[config.mk]
export PLATFORM = sky130hd
export DESIGN_NAME = cpr_ctrl
export DESIGN_NICKNAME = d
export VERILOG_FILES = /design/src/design/cpr_pkg.sv /design/src/design/cpr_ctrl.sv
export SDC_FILE = /design/constraint.sdc
export NUM_CORES = 1
export LEC_CHECK = 0
export BUFFER_PORTS_ARGS = -buffer_cell sky130_fd_sc_hd__buf_2
export CAP_MARGIN = 20
export CORE_AREA = 2 2 39 41
export DETAILED_ROUTE_END_ITERATION = 8
export DIE_AREA = 0 0 41 43
export PLACE_DENSITY = 0.54
export SYNTH_ARGS = -nofsm -noshare
export SYNTH_HDL_FRONTEND = slang
export SYNTH_SLANG_ARGS = --single-unit
[constraint.sdc]
create_clock -name clk -period 1.6 [get_ports clk]
set_input_delay 0.32 -clock clk [delete_from_list [all_inputs] [get_ports clk]]
set_output_delay 0.32 -clock clk [all_outputs]
set_load 0.02 [all_outputs]
[src/design/cpr_pkg.sv]
`timescale 1ns / 1ps

package cpr_pkg;

    localparam int PROCESSES    = 16;
    localparam int MAX_FRAMES   = 64;
    localparam int FRAMES_RESET = 512 / 10;

    localparam int PID_W     = 4;
    localparam int DATA_W    = 32;
    localparam int FIU_W     = 7;
    localparam int SHIFT_W   = 5;
    localparam int CFG_W     = 7;
    localparam int CFG_IDX_W = 1;

    localparam int PROC_W  = (PROCESSES > 1) ? $clog2(PROCESSES) : 1;
    localparam int FRAME_W = (MAX_FRAMES > 1) ? $clog2(MAX_FRAMES) : 1;
    localparam int CNT_W   = $clog2(MAX_FRAMES + 1);
    localparam int ADDR_W  = PROC_W + FRAME_W;
    localparam int SLOTS   = PROCESSES * (2 ** FRAME_W);

    typedef enum logic [CFG_IDX_W-1:0] {
        REG_FRAMES_IN_USE = 1'b0,
        REG_PAGE_SHIFT    = 1'b1
    } cfg_reg_t;

    typedef struct packed {
        logic load;
        logic search;
        logic fill;
        logic sweep;
        logic evict;
        logic finish;
    } cmd_t;

    typedef struct packed {
        logic in_range;
        logic hit;
        logic search_empty;
        logic room;
        logic victim;
    } stat_t;

endpackage

[src/design/cpr_ctrl.sv]
`timescale 1ns / 1ps

module cpr_ctrl
    import cpr_pkg::*;
(
    input  logic  clk,
    input  logic  rst_n,
    input  logic  start,
    input  stat_t stat,
    output cmd_t  cmd,
    output logic  busy
);

    typedef enum logic [5:0] {
        S_IDLE   = 6'b000001,
        S_SEARCH = 6'b000010,
        S_FILL   = 6'b000100,
        S_SWEEP  = 6'b001000,
        S_EVICT  = 6'b010000,
        S_FINISH = 6'b100000
    } state_t;

    state_t state_reg;
    state_t state_next;

    always_ff @(posedge clk or negedge rst_n)
    begin
        if (!rst_n)
        begin
            state_reg <= S_IDLE;
        end
        else
        begin
            state_reg <= state_next;
        end
    end

    always_comb
    begin
        state_next = state_reg;
        case (state_reg)
            S_IDLE:
            begin
                if (start)
                begin
                    state_next = stat.in_range ? S_SEARCH : S_FINISH;
                end
            end
            S_SEARCH:
            begin
                if (stat.hit)
                begin
                    state_next = S_FINISH;
                end
                else if (stat.search_empty)
                begin
                    state_next = stat.room ? S_FILL : S_SWEEP;
                end
            end
            S_FILL:   state_next = S_FINISH;
            S_SWEEP:
            begin
                if (stat.victim)
                begin
                    state_next = S_EVICT;
                end
            end
            S_EVICT:  state_next = S_FINISH;
            S_FINISH: state_next = S_IDLE;
            default:  state_next = S_IDLE;
        endcase
    end

    assign busy       = (state_reg != S_IDLE);
    assign cmd.load   = (state_reg == S_IDLE) && start;
    assign cmd.search = (state_reg == S_SEARCH);
    assign cmd.fill   = (state_reg == S_FILL);
    assign cmd.sweep  = (state_reg == S_SWEEP);
    assign cmd.evict  = (state_reg == S_EVICT);
    assign cmd.finish = (state_reg == S_FINISH);

endmodule

======== After elaboration in Yosys (flattened, before gate mapping) ========
Cells that the tools add are included.
cells by class
  $add $sub $neg .......................... 0
  $mul .................................... 0
  divide/modulo/power cells ............... 0
  order comparisons ....................... 0
  equal/unequal tests ..................... 10
  shifts and indexed selects .............. 0
  muxes and demuxes ....................... 7
  bitwise logic cells ..................... 0
  reduce and logical (&&, ||, !) cells .... 3
operators by type and width
  operator                                              number
  two-way mux 6 bit                                     5
  case mux 6 bit (4 select lines)                       1
  equality test 6 x 1 -> 1 bit (second input constant)  1
  equality test 6 x 2 -> 1 bit (second input constant)  1
  equality test 6 x 3 -> 1 bit (second input constant)  1
  equality test 6 x 4 -> 1 bit (second input constant)  1
  equality test 6 x 5 -> 1 bit (second input constant)  1
  equality test 6 bit (second input constant)           1
  != test 6 x 1 -> 1 bit (second input constant)        1
  two-way mux 4 bit                                     1
  != test 2 bit (second input constant)                 2
  != test 3 bit (second input constant)                 1
  AND reduction 3 bit                                   1
  OR reduction 2 bit                                    1
  logical AND 1 bit                                     1
word-level totals
  register bits after elaboration ......... 6
  bits in latches ......................... 0
  memory bits (writable) .................. 0
  memory bits (read-only) ................. 0
  input port bits ......................... 8
  output and inout bits ................... 7
  word-level logic and storage cells ...... 21
  memories ................................ 0

======== Logic depth before layout (Yosys ltp) ========
Gate-level depths: netlist of run 1.
  depth in word-level cells ............... 4
  mapped depth ............................ 5
  depth with buffers taken out ............ 3

======== Worst setup path after synthesis of run 1 ========
Ideal clock, no wire load.
  kind .................................... register to output
  from .................................... register state_reg[1]
  to ...................................... output cmd[0] (netlist name)
  data arrival time ....................... 1.583 ns
  required time ........................... 1.280 ns
  setup slack ............................. -0.303 ns
  cell stages (with the launch flop) ...... 3
  buffers on the path ..................... 0
  cell sequence ........................... dfrtp_1 -> or3_1 -> nor4b_1
RTL lines
  item                    line            text
  from (decl)             cpr_ctrl.sv:23  state_t state_reg;
  from (signal assigned)  cpr_ctrl.sv:34  state_reg <= state_next;
  to (decl)               cpr_ctrl.sv:10  output cmd_t cmd,

==> metrics.md, run 1 <==
| Metric | Value |
|---|---|
| Critical Path RT | 1.28 ns |
| Final Max Slew Viols | 0 |
| Routed wire per std cell | 13.3 um |
| Buffers & Inverters on Critical Path | 1 |
| CP peak stage delay | 0.53 ns |
| Crit path from | state_reg[0] |
| Final Hold Vio Count | 0 |
| CP max stage cell | dfstp_2 |
| Die ar. | 0.00176 sq mm |
| Mapped Area | 422 sq um |
| TritonCTS clock tree | yes |
| Worst slew margin | 67.7% |
| RD Place Congestion | 0.824 |
| Clock Path Buffers | 2 |
| Pin slew with the least headroom to its limit | 0.477 ns |
| Static leakage | 0.334 nW |
| Status | finished with violations |
| Failing checks | negative setup slack |
| Max reg flops | 6 |
| CP arrival | 1.60 ns |
| Vias/cell | 5.18 |
| Mapped Avg Cell Area | 9.17 sq um |
| HPWL after DPL | 781 um |
| H-Tree Depth | 1 |
| All-Layer GR Usage | 16.2% |
| Clock transition at path regs | 0.05 ns |
| Synth cell types | 27 |
| Die X | 41 um |
| Worst-Skew Late Latency | 0.25 ns |
| Worst Setup Path Type | reg2out |
| Area after DPL | 584 sq um |
| Unrepaired setup endpoints after global routing | true |
| Remaining antenna violation count after routing | 0 |
| Clk sinks | 6 |
| Peak supply drop | 0.000664 V |
| Vias | 466 |
| DRC | 0 |
| Core area | 0.00138 sq mm |
| Delay-heaviest family, CP | simple AND/OR/NAND/NOR gates |
| Pre-CTS WS | -0.105 ns |
| CTS root buf | clkbuf_4 |
| HP Class | in2reg |
| Hold_sp | stat[0] |
| Seq/Total Area, Yosys | 35.9% |
| First drt pass iteration count | 3 |
| Area Growth Syn to Fin | 72.1% |
| Max-cap violation count | 0 |
| Max FO, Critical Path | 3 |
| Global-route wire length before repair | 1.93 mm |
| Share of post-route cells with drive strength above 1 | 58.1% |
| Cell area after layout | 726 sq um |
| PortBufs | 14 |
| Initial antenna violation count | 0 |
| Pwr dens | 1310 mW/mm^2 |
| Final WS setup | -0.315 ns |
| Syn Nets | 54 |
| Num CTS Buffers | 3 |
| Die Y | 43 um |
| Starting density of the core | 30.5% |
| Multi-input gate area | 310 sq um |
| # IOs | 15 |
| Yosys reg bits | 6 |
| Inserted Diodes | 0 |
| Detailed Route Iter0 Violations | 7 |
| Crit end category | output pin |
| Vias in the first global route | 475 |
| Fmax | 522 MHz |
| Total wire length | 1.19 mm |
| Post-Syn Instances | 46 |
| Fillers | 124 |
| R2R Path Start | state_reg[0] |
| Worst setup SP type | register |
| Rows | 14 |
| Synth Warn # | 0 |
| Register area | 151 sq um |
| Crit path time final | 1.92 ns |
| Largest net degree at the start of global routing | 9 |
| Final period utilization | 120% |
| Setup violators final | 9 |
| Fin nets | 83 |
| CP cell instances | or3b_4 -> nor3_4 -> and2_4 -> buf_6 |
| Total grt overflow | 0 |
| Clock skew | 0.00283 ns |
-- what timing repair did --
item	in CTS	in global routing
pin swaps	4	0
setup buffers	1	1
setup endpoints to repair	9	11
resized for setup	15	7
hold endpoints to repair	5	0
hold buffers	1	0
-- cell usage in the layout (no fill, tap or decap), types with 2 or more instances in the layout --
cell type / count
buf_2: 7
nor2_1: 2
inv_1: 3
nor4b_4: 2
nor2_4: 2
buf_4: 14
or3_1: 2
dfrtp_1: 5
clkbuf_4: 3
or4b_4: 2
buf_6: 5
-- cell families (layout without fill, tap and decap cells) --
group,count (synthesis),count (layout),synth area share (%)
and+or+nand+nor,26,26,38.9
AOI/OAI and AO/OA,6,6,11.9
buffers and inverters,6,34,9.20
xor gates and xnor gates,2,2,4.16
DFF,6,6,35.9
-- metrics by stage --
step	setup TNS (ns)	hold slack [ns]	power, mW	instances	utilization (%)
2_1_floorplan	-0.133	0.0244	0.490	46	-
3_3_place_gp	-0.240	0.149	0.639	83	42.2
3_5_place_dp	-0.271	0.149	0.632	83	42.2
4_1_cts	-1.91	0.290	0.902	89	49.5
5_1_grt	-2.50	0.309	1.02	90	52.4
6_report	-1.99	0.300	0.953	90	52.4
-- layer usage --
metal | global-route usage (%) | wire, um | vias up
li1 | - | - | 226
met5 | 0 | 0 | -
met1 | 19.1 | 451 | 221
met4 | 2.00 | 16 | 0
met3 | 9.42 | 73 | 3
met2 | 25.3 | 654 | 16
-- worst paths after layout --
path | slack [ns] | endpoint | cells after the start
worst max-delay path | -0.32 | cmd[5] | 4
worst max register to register | -0.19 | state_reg[5] | 4
worst min register to register | 0.63 | state_reg[0] | 2
worst min-delay path | 0.30 | state_reg[4] | 2
min in group asynchronous | 0.43 | state_reg[4] | 2
max in group asynchronous | 0.96 | state_reg[0] | 2
-- final cells by class --
type / count / area share, %
clock buffers: 4 / 3.62
inverters: 3 / 1.55
multi-input cells: 34 / 42.8
flip-flops and latches: 6 / 20.9
well taps: 16 / 2.76
repair buffers: 27 / 28.4
-- report_power, final --
| part | switching, mW | internal [mW] |
|---|---|---|
| logic | 0.290 | 0.299 |
| clock network | 0.0616 | 0.0949 |
| registers | 0.0166 | 0.191 |
| total | 0.369 | 0.585 |
-- Yosys cell counts --
| library cell | n | area [sq um] |
|---|---|---|
| a311o_1 | 1 | 10.0 |
| a311oi_1 | 1 | 8.76 |
| a31o_2 | 1 | 8.76 |
| a32o_1 | 1 | 10.0 |
| and2_1 | 2 | 12.5 |
| and3_1 | 1 | 6.26 |
| buf_2 | 1 | 5.00 |
| buf_6 | 2 | 22.5 |
| dfrtp_1 | 5 | 125 |
| dfstp_2 | 1 | 26.3 |
| inv_1 | 3 | 11.3 |
| nand2_1 | 1 | 3.75 |
| nand2b_1 | 1 | 6.26 |
| nand3_1 | 1 | 5.00 |
| nor2_1 | 5 | 18.8 |
| nor3_1 | 3 | 15.0 |
| nor4_1 | 1 | 6.26 |
| nor4b_1 | 3 | 26.3 |
| o211ai_1 | 1 | 7.51 |
| o21ai_0 | 1 | 5.00 |
| or2_1 | 1 | 6.26 |
| or3_1 | 3 | 18.8 |
| or3b_4 | 1 | 11.3 |
| or4_1 | 1 | 7.51 |
| or4b_1 | 2 | 20.0 |
| xnor2_1 | 1 | 8.76 |
| xor2_1 | 1 | 8.76 |
No activity file was read; power rests on OpenSTA's default activity.
==> run 2: changes to the inputs <==
--- a/config.mk
+++ b/config.mk
@@ -10,7 +10,7 @@
 export CORE_AREA = 2 2 39 41
 export DETAILED_ROUTE_END_ITERATION = 8
 export DIE_AREA = 0 0 41 43
-export PLACE_DENSITY = 0.54
+export PLACE_DENSITY_LB_ADDON = 0.3
 export SYNTH_ARGS = -nofsm -noshare
 export SYNTH_HDL_FRONTEND = slang
 export SYNTH_SLANG_ARGS = --single-unit
==> run 2 against run 1 <==
Effect of this change:
- count of clock-buffer cells in the layout stayed put
- total power is 1.4% higher
- the flow still finishes with violations (negative setup slack)
- critical endpoint unchanged
- setup slack better by 0.029 ns
- utilization is 1.7 points higher
- global-route usage is 0.44 points lower
- sequential power hardly changed
- clock skew is 0.0072 ns higher
==> metrics.md, run 2 (same netlist as run 1, synthesis figures left out) <==
| Metric | Value |
|---|---|
| Max FO, Critical Path | 3 (unchanged) |
| Die ar. | 0.00176 sq mm (unchanged) |
| Total wire length | 1.20 mm (was 1.19 mm) |
| Worst slew margin | 68.4% (was 67.7%) |
| Peak supply drop | 0.000662 V (was 0.000664 V) |
| Largest net degree at the start of global routing | 9 (unchanged) |
| Final period utilization | 118% (was 120%) |
| Share of post-route cells with drive strength above 1 | 60.5% (was 58.1%) |
| Inserted Diodes | 0 (unchanged) |
| Global-route wire length before repair | 1.93 mm (unchanged) |
| Worst setup SP type | register (unchanged) |
| Fin nets | 85 (was 83) |
| Vias in the first global route | 484 (was 475) |
| Clock transition at path regs | 0.05 ns (about the same) |
| Remaining antenna violation count after routing | 0 (unchanged) |
| Pwr dens | 1290 mW/mm^2 (was 1310 mW/mm^2) |
| CTS root buf | clkbuf_4 (unchanged) |
| Clk pwr share | 16.0% (was 16.4%) |
| Pin slew with the least headroom to its limit | 0.469 ns (was 0.477 ns) |
| Routed wire per std cell | 13.0 um (was 13.3 um) |
| Vias/cell | 5.13 (was 5.18) |
| Clock Path Buffers | 2 (unchanged) |
| Starting density of the core | 30.5% (unchanged) |
| Final Max Slew Viols | 0 (unchanged) |
| Buffers & Inverters on Critical Path | 1 (unchanged) |
| Final Hold Vio Count | 0 (unchanged) |
| Setup violators final | 9 (unchanged) |
| Max-cap violation count | 0 (unchanged) |
| Delay-heaviest family, CP | simple AND/OR/NAND/NOR gates (unchanged) |
| CP peak stage delay | 0.52 ns (was 0.53 ns) |
| CP max stage cell | dfstp_2 (unchanged) |
| CP cell instances | or3b_4 -> nor3_4 -> and2_4 -> buf_6 (unchanged) |
| Failing checks | negative setup slack (unchanged) |
| HPWL after DPL | 839 um (was 781 um) |
| Fillers | 121 (was 124) |
| Fmax | 530 MHz (was 522 MHz) |
| Critical Path RT | 1.28 ns (about the same) |
| Status | finished with violations (unchanged) |
| Area Growth Syn to Fin | 77.7% (was 72.1%) |
| Crit path time final | 1.89 ns (was 1.92 ns) |
| Clk sinks | 6 (unchanged) |
| CP arrival | 1.57 ns (was 1.60 ns) |
| # IOs | 15 (unchanged) |
| All-Layer GR Usage | 15.7% (was 16.2%) |
| Num CTS Buffers | 3 (unchanged) |
| Clock skew | 0.0101 ns (was 0.00283 ns) |
| Internal power | 0.598 mW (was 0.585 mW) |
| Core area | 0.00138 sq mm (unchanged) |
| Combinational Power Share | 62.3% (was 61.8%) |
| HP Class | in2reg (unchanged) |
| Crit end category | output pin (unchanged) |
| Static leakage | 0.349 nW (was 0.334 nW) |
| Sw Pwr | 0.368 mW (was 0.369 mW) |
| PortBufs | 14 (unchanged) |
| RD Place Congestion | 0.805 (was 0.824) |
| Total grt overflow | 0 (unchanged) |
| First drt pass iteration count | 3 (unchanged) |
| Die Y | 43 um (unchanged) |
| DRC | 0 (unchanged) |
| Most frequent cells in the layout | buf_4 (16), buf_2 (7), buf_6 (5), dfrtp_1 (5) (was buf_4 (14), buf_2 (7), buf_6 (5), dfrtp_1 (5)) |
| Initial antenna violation count | 0 (unchanged) |
| Rows | 14 (unchanged) |
| Util after Layout | 54.2% (was 52.4%) |
| Die X | 41 um (unchanged) |
| Sequential share of power | 21.7% (was 21.8%) |
| Worst-Skew Late Latency | 0.25 ns (about the same) |
| H-Tree Depth | 1 (unchanged) |
| Commonest non-fill, non-tap cell in the layout | buf_4 (unchanged) |
| Worst Setup Path Type | reg2out (unchanged) |
| Unrepaired setup endpoints after global routing | true (unchanged) |
| Sw Share | 38.1% (was 38.7%) |
| Vias | 472 (was 466) |
| Max reg flops | 6 (unchanged) |
| Final WS setup | -0.286 ns (was -0.315 ns) |
| Hold Slack | 0.313 ns (was 0.300 ns) |
| TritonCTS clock tree | yes (unchanged) |
| Detailed Route Iter0 Violations | 8 (was 7) |
## run 2: cell types whose count changed in the layout (fill, tap and decap cells not counted), sizes merged
cell  delta
buf      +2
## run 2: final timing paths
path                                end  cells after the start  slack (ns)          from
setup reg to reg           state_reg[5]                      4       -0.17  state_reg[0]
setup / recovery                 cmd[5]                      4       -0.29  state_reg[0]
min in group asynchronous  state_reg[5]                      2        0.42         rst_n
hold / removal             state_reg[4]                      2        0.31       stat[0]
max in group asynchronous  state_reg[0]                      2        0.95         rst_n
hold reg to reg            state_reg[0]                      2        0.65  state_reg[5]
## run 2: timing repair
action | CTS | global route
gates resized for setup | 16 | 7
setup buffers | 4 | 1
cloned | 0 | 0
pin swaps | 5 | 1
hold buffers | 1 | 0
setup endpoints to repair | 9 | 10
endpoints found under the hold margin | 5 | 0
## run 2: area by class of cell
cell class                      instances  area (sq um)  area share, %
Clock buffer                            4          26.3           3.51
Inverter                                3          11.3           1.50
Multi-Input combinational cell         34           319           42.6
Sequential cell                         6           151           20.2
Tap cell                               16          20.0           2.67
Timing Repair Buffer                   29           221           29.5
## run 2: per-layer routing
metal / share of wire [%] / wire [um] / vias to the layer above / GRT usage (%)
met3: 4.4 / 53 / 2 / 4.71
li1: - / - / 233 / -
met2: 53 / 629 / 15 / 23.1
met5: 0 / 0 / - / 0
met1: 42 / 504 / 222 / 21.3
met4: 0.67 / 8 / 0 / 5.33
## run 2: through the flow
stage               total power, mW  worst slack (ns)  cell area [sq um]  cells  TNS, ns
finish                        0.966            -0.286                749     92    -1.77
floorplan                     0.490           -0.0597                447     46   -0.133
CTS                           0.921            -0.298                703     91    -1.79
global placement              0.629           -0.0844                577     82   -0.255
detailed placement            0.634            -0.104                577     82   -0.324
global route                   1.04            -0.345                749     92    -2.28
## run 2: power groups by stage
stage                     sequential (mW)  clock [mW]  combinational (mW)
after detailed placement            0.211           0               0.423
after CTS                           0.208       0.156               0.557
final                               0.210       0.155               0.602
after floorplan                     0.226           0               0.264
after global routing                0.215       0.170               0.653
after global placement              0.211           0               0.418
==> run 3: changes to the inputs <==
--- a/config.mk
+++ b/config.mk
@@ -14,3 +14,4 @@
 export SYNTH_ARGS = -nofsm -noshare
 export SYNTH_HDL_FRONTEND = slang
 export SYNTH_SLANG_ARGS = --single-unit
+export TNS_END_PERCENT = 10
==> constraint.sdc (replaced) <==
create_clock -name clk -period 2.3 [get_ports clk]
set_input_delay 0.115 -clock clk [delete_from_list [all_inputs] [get_ports clk]]
set_output_delay 0.115 -clock clk [all_outputs]
set_load 0.02 [all_outputs]
==> run 3 against run 2 <==
Effect of this change:
- setup slack gained 0.66 ns
- count of clock-buffer cells in the layout unchanged
- register-to-register slack better by 0.80 ns
- total power fell by 50%
- clock power fell by 29%
- combinational power shrank 65%
- clock skew down 0.0093 ns
- utilization down 17 points
- die area did not move
- non-clock buffer count decreased by 14
- hold slack lost 0.22 ns
- largest power group unchanged
- the run now ends clean
==> metrics.md, run 3 (same netlist as run 1, synthesis figures left out) <==
| Metric | Value |
|---|---|
| Worst setup SP type | register (unchanged) |
| HP Class | in2reg (unchanged) |
| Crit end category | output pin (unchanged) |
| Max FO, Critical Path | 6 (was 3) |
| Clock skew | 0.000743 ns (was 0.0101 ns) |
| Rows | 14 (unchanged) |
| All-Layer GR Usage | 14.4% (was 15.7%) |
| HPWL after DPL | 696 um (was 839 um) |
| Vias in the first global route | 373 (was 484) |
| Area Growth Syn to Fin | 23.4% (was 77.7%) |
| Worst Hold End | state_reg[4] (unchanged) |
| Met3 global-route usage | 7.85% (was 4.71%) |
| Max-cap violation count | 0 (unchanged) |
| Most frequent cells in the layout | buf_2 (14), nor2_1 (5), dfrtp_1 (5) (was buf_4 (16), buf_2 (7), buf_6 (5), dfrtp_1 (5)) |
| Hold Path Depth | 2 (unchanged) |
| RD Place Congestion | 0.842 (was 0.805) |
| Num CTS Buffers | 3 (unchanged) |
| Die Y | 43 um (unchanged) |
| First drt pass iteration count | 4 (was 3) |
| DRC | 0 (unchanged) |
| Worst Setup Path Type | reg2out (unchanged) |
| Initial antenna violation count | 0 (unchanged) |
| Final WS setup | 0.376 ns (was -0.286 ns) |
| Static leakage | 0.251 nW (was 0.349 nW) |
| Share of post-route cells with drive strength above 1 | 32.3% (was 60.5%) |
| H-Tree Depth | 1 (unchanged) |
| Pwr dens | 927 mW/mm^2 (was 1290 mW/mm^2) |
| Vias | 398 (was 472) |
| CP peak stage delay | 0.56 ns (was 0.52 ns) |
| Setup tns final | 0 ns (was -1.77 ns) |
| Total wire length | 958 um (was 1.20 mm) |
| CP max stage cell | dfstp_2 (unchanged) |
| Setup violators final | 0 (was 9) |
| Unrepaired setup endpoints after global routing | false (was true) |
| FF-to-FF End | state_reg[2] (was state_reg[5]) |
| CTS root buf | clkbuf_4 (unchanged) |
| Clock Path Buffers | 2 (unchanged) |
| Clock transition at path regs | 0.05 ns (about the same) |
| R2R Path Start | state_reg[2] (was state_reg[0]) |
| Status | finished clean (was finished with violations) |
| Global-route wire length before repair | 1.63 mm (was 1.93 mm) |
| Pre-CTS WS | 0.639 ns (was -0.104 ns) |
| Worst-Skew Late Latency | 0.25 ns (about the same) |
| Routed wire per std cell | 12.3 um (was 13.0 um) |
| Final period utilization | 83.7% |
| Delay-heaviest family, CP | simple AND/OR/NAND/NOR gates (unchanged) |
| Met1 global-route usage | 18.9% (was 21.3%) |
| Die ar. | 0.00176 sq mm (unchanged) |
| Buffers & Inverters on Critical Path | 1 (unchanged) |
| Final Max Slew Viols | 0 (unchanged) |
| Detailed Route Iter0 Violations | 7 (was 8) |
| Vias/cell | 5.10 (was 5.13) |
| TritonCTS clock tree | yes (unchanged) |
| Inserted Diodes | 0 (unchanged) |
| Fmax | 520 MHz |
| Core area | 0.00138 sq mm (unchanged) |
| Starting density of the core | 30.5% (unchanged) |
| Post-CTS Setup Repair Bufs | 0 (was 4) |
| Largest net degree at the start of global routing | 11 (was 9) |
| Commonest non-fill, non-tap cell in the layout | buf_2 (was buf_4) |
| Flop-to-flop setup slack | 0.63 ns (was -0.17 ns) |
| Total grt overflow | 0 (unchanged) |
| Clk sinks | 6 (unchanged) |
| Max reg flops | 6 (unchanged) |
| Met2 Use GR | 19.1% (was 23.1%) |
| Worst slew margin | 71.6% (was 68.4%) |
| Critical Path RT | 2.18 ns (was 1.28 ns) |
| PortBufs | 14 (unchanged) |
| Final Hold Vio Count | 0 (unchanged) |
| CP cell instances | or3b_4 -> nor3_1 -> and2_1 -> buf_2 (was or3b_4 -> nor3_4 -> and2_4 -> buf_6) |
| Worst Reg-to-Reg Cells | 3 (was 4) |
| Pin slew with the least headroom to its limit | 0.422 ns (was 0.469 ns) |
| Remaining antenna violation count after routing | 0 (unchanged) |
| # IOs | 15 (unchanged) |
| Peak supply drop | 0.000365 V (was 0.000662 V) |
| CP arrival | 1.81 ns (was 1.57 ns) |
| Crit path time final | 1.92 ns |
| Hold_sp | stat[0] (unchanged) |
| Fin nets | 71 (was 85) |
| Most Crowded Layer GR | met2 (unchanged) |
| Die X | 41 um (unchanged) |
run 3: changes by cell type in the layout (fill, tap and decap cells not counted), sizes merged:
cell and change:
buf -14
run 3: metal layers:
metal	routed length (um)	share of wire (%)
met1	470	49
met2	433	45
met3	54	5.6
met4	0	0
met5	0	0
run 3: cell type report:
type	instances	area (sq um)
clock buffer	4	26.3
timing repair buffer	15	80.1
fill	149	863
tap	16	20.0
sequential	6	151
inverter	3	11.3
multi-input combinational	34	231
run 3: worst max-delay path by stage:
stage,endpoint,slack (ns),start,depth (start not counted)
2_1_floorplan,cmd[0],0.60,state_reg[1],2
3_3_place_gp,state_reg[0],0.64,state_reg[0],3
3_5_place_dp,state_reg[5],0.64,state_reg[0],3
4_1_cts,cmd[5],0.36,state_reg[2],4
5_1_grt,cmd[5],0.23,state_reg[2],4
6_report,cmd[5],0.38,state_reg[0],4
run 3: what timing repair did:
action,CTS,global route
hold endpoints to repair,6,0
hold buffers,1,0
resized for setup,0,0
run 3: where the power goes:
part,switching [mW],internal [mW],total (mW)
Clock,0.0437,0.0661,0.110
Combinational,0.116,0.0924,0.209
Sequential,0.0306,0.133,0.164
run 3: metrics by stage:
stage	std cells	power (mW)	utilization [%]	instance area [sq um]	hold slack (ns)
after floorplan	46	0.318	-	422	-0.181
after global placement	73	0.372	35.0	484	-0.0543
after detailed placement	73	0.371	35.0	484	-0.0539
after CTS	78	0.489	37.6	520	0.0861
after global routing	78	0.525	37.6	520	0.0985
final	78	0.482	37.6	520	0.0884
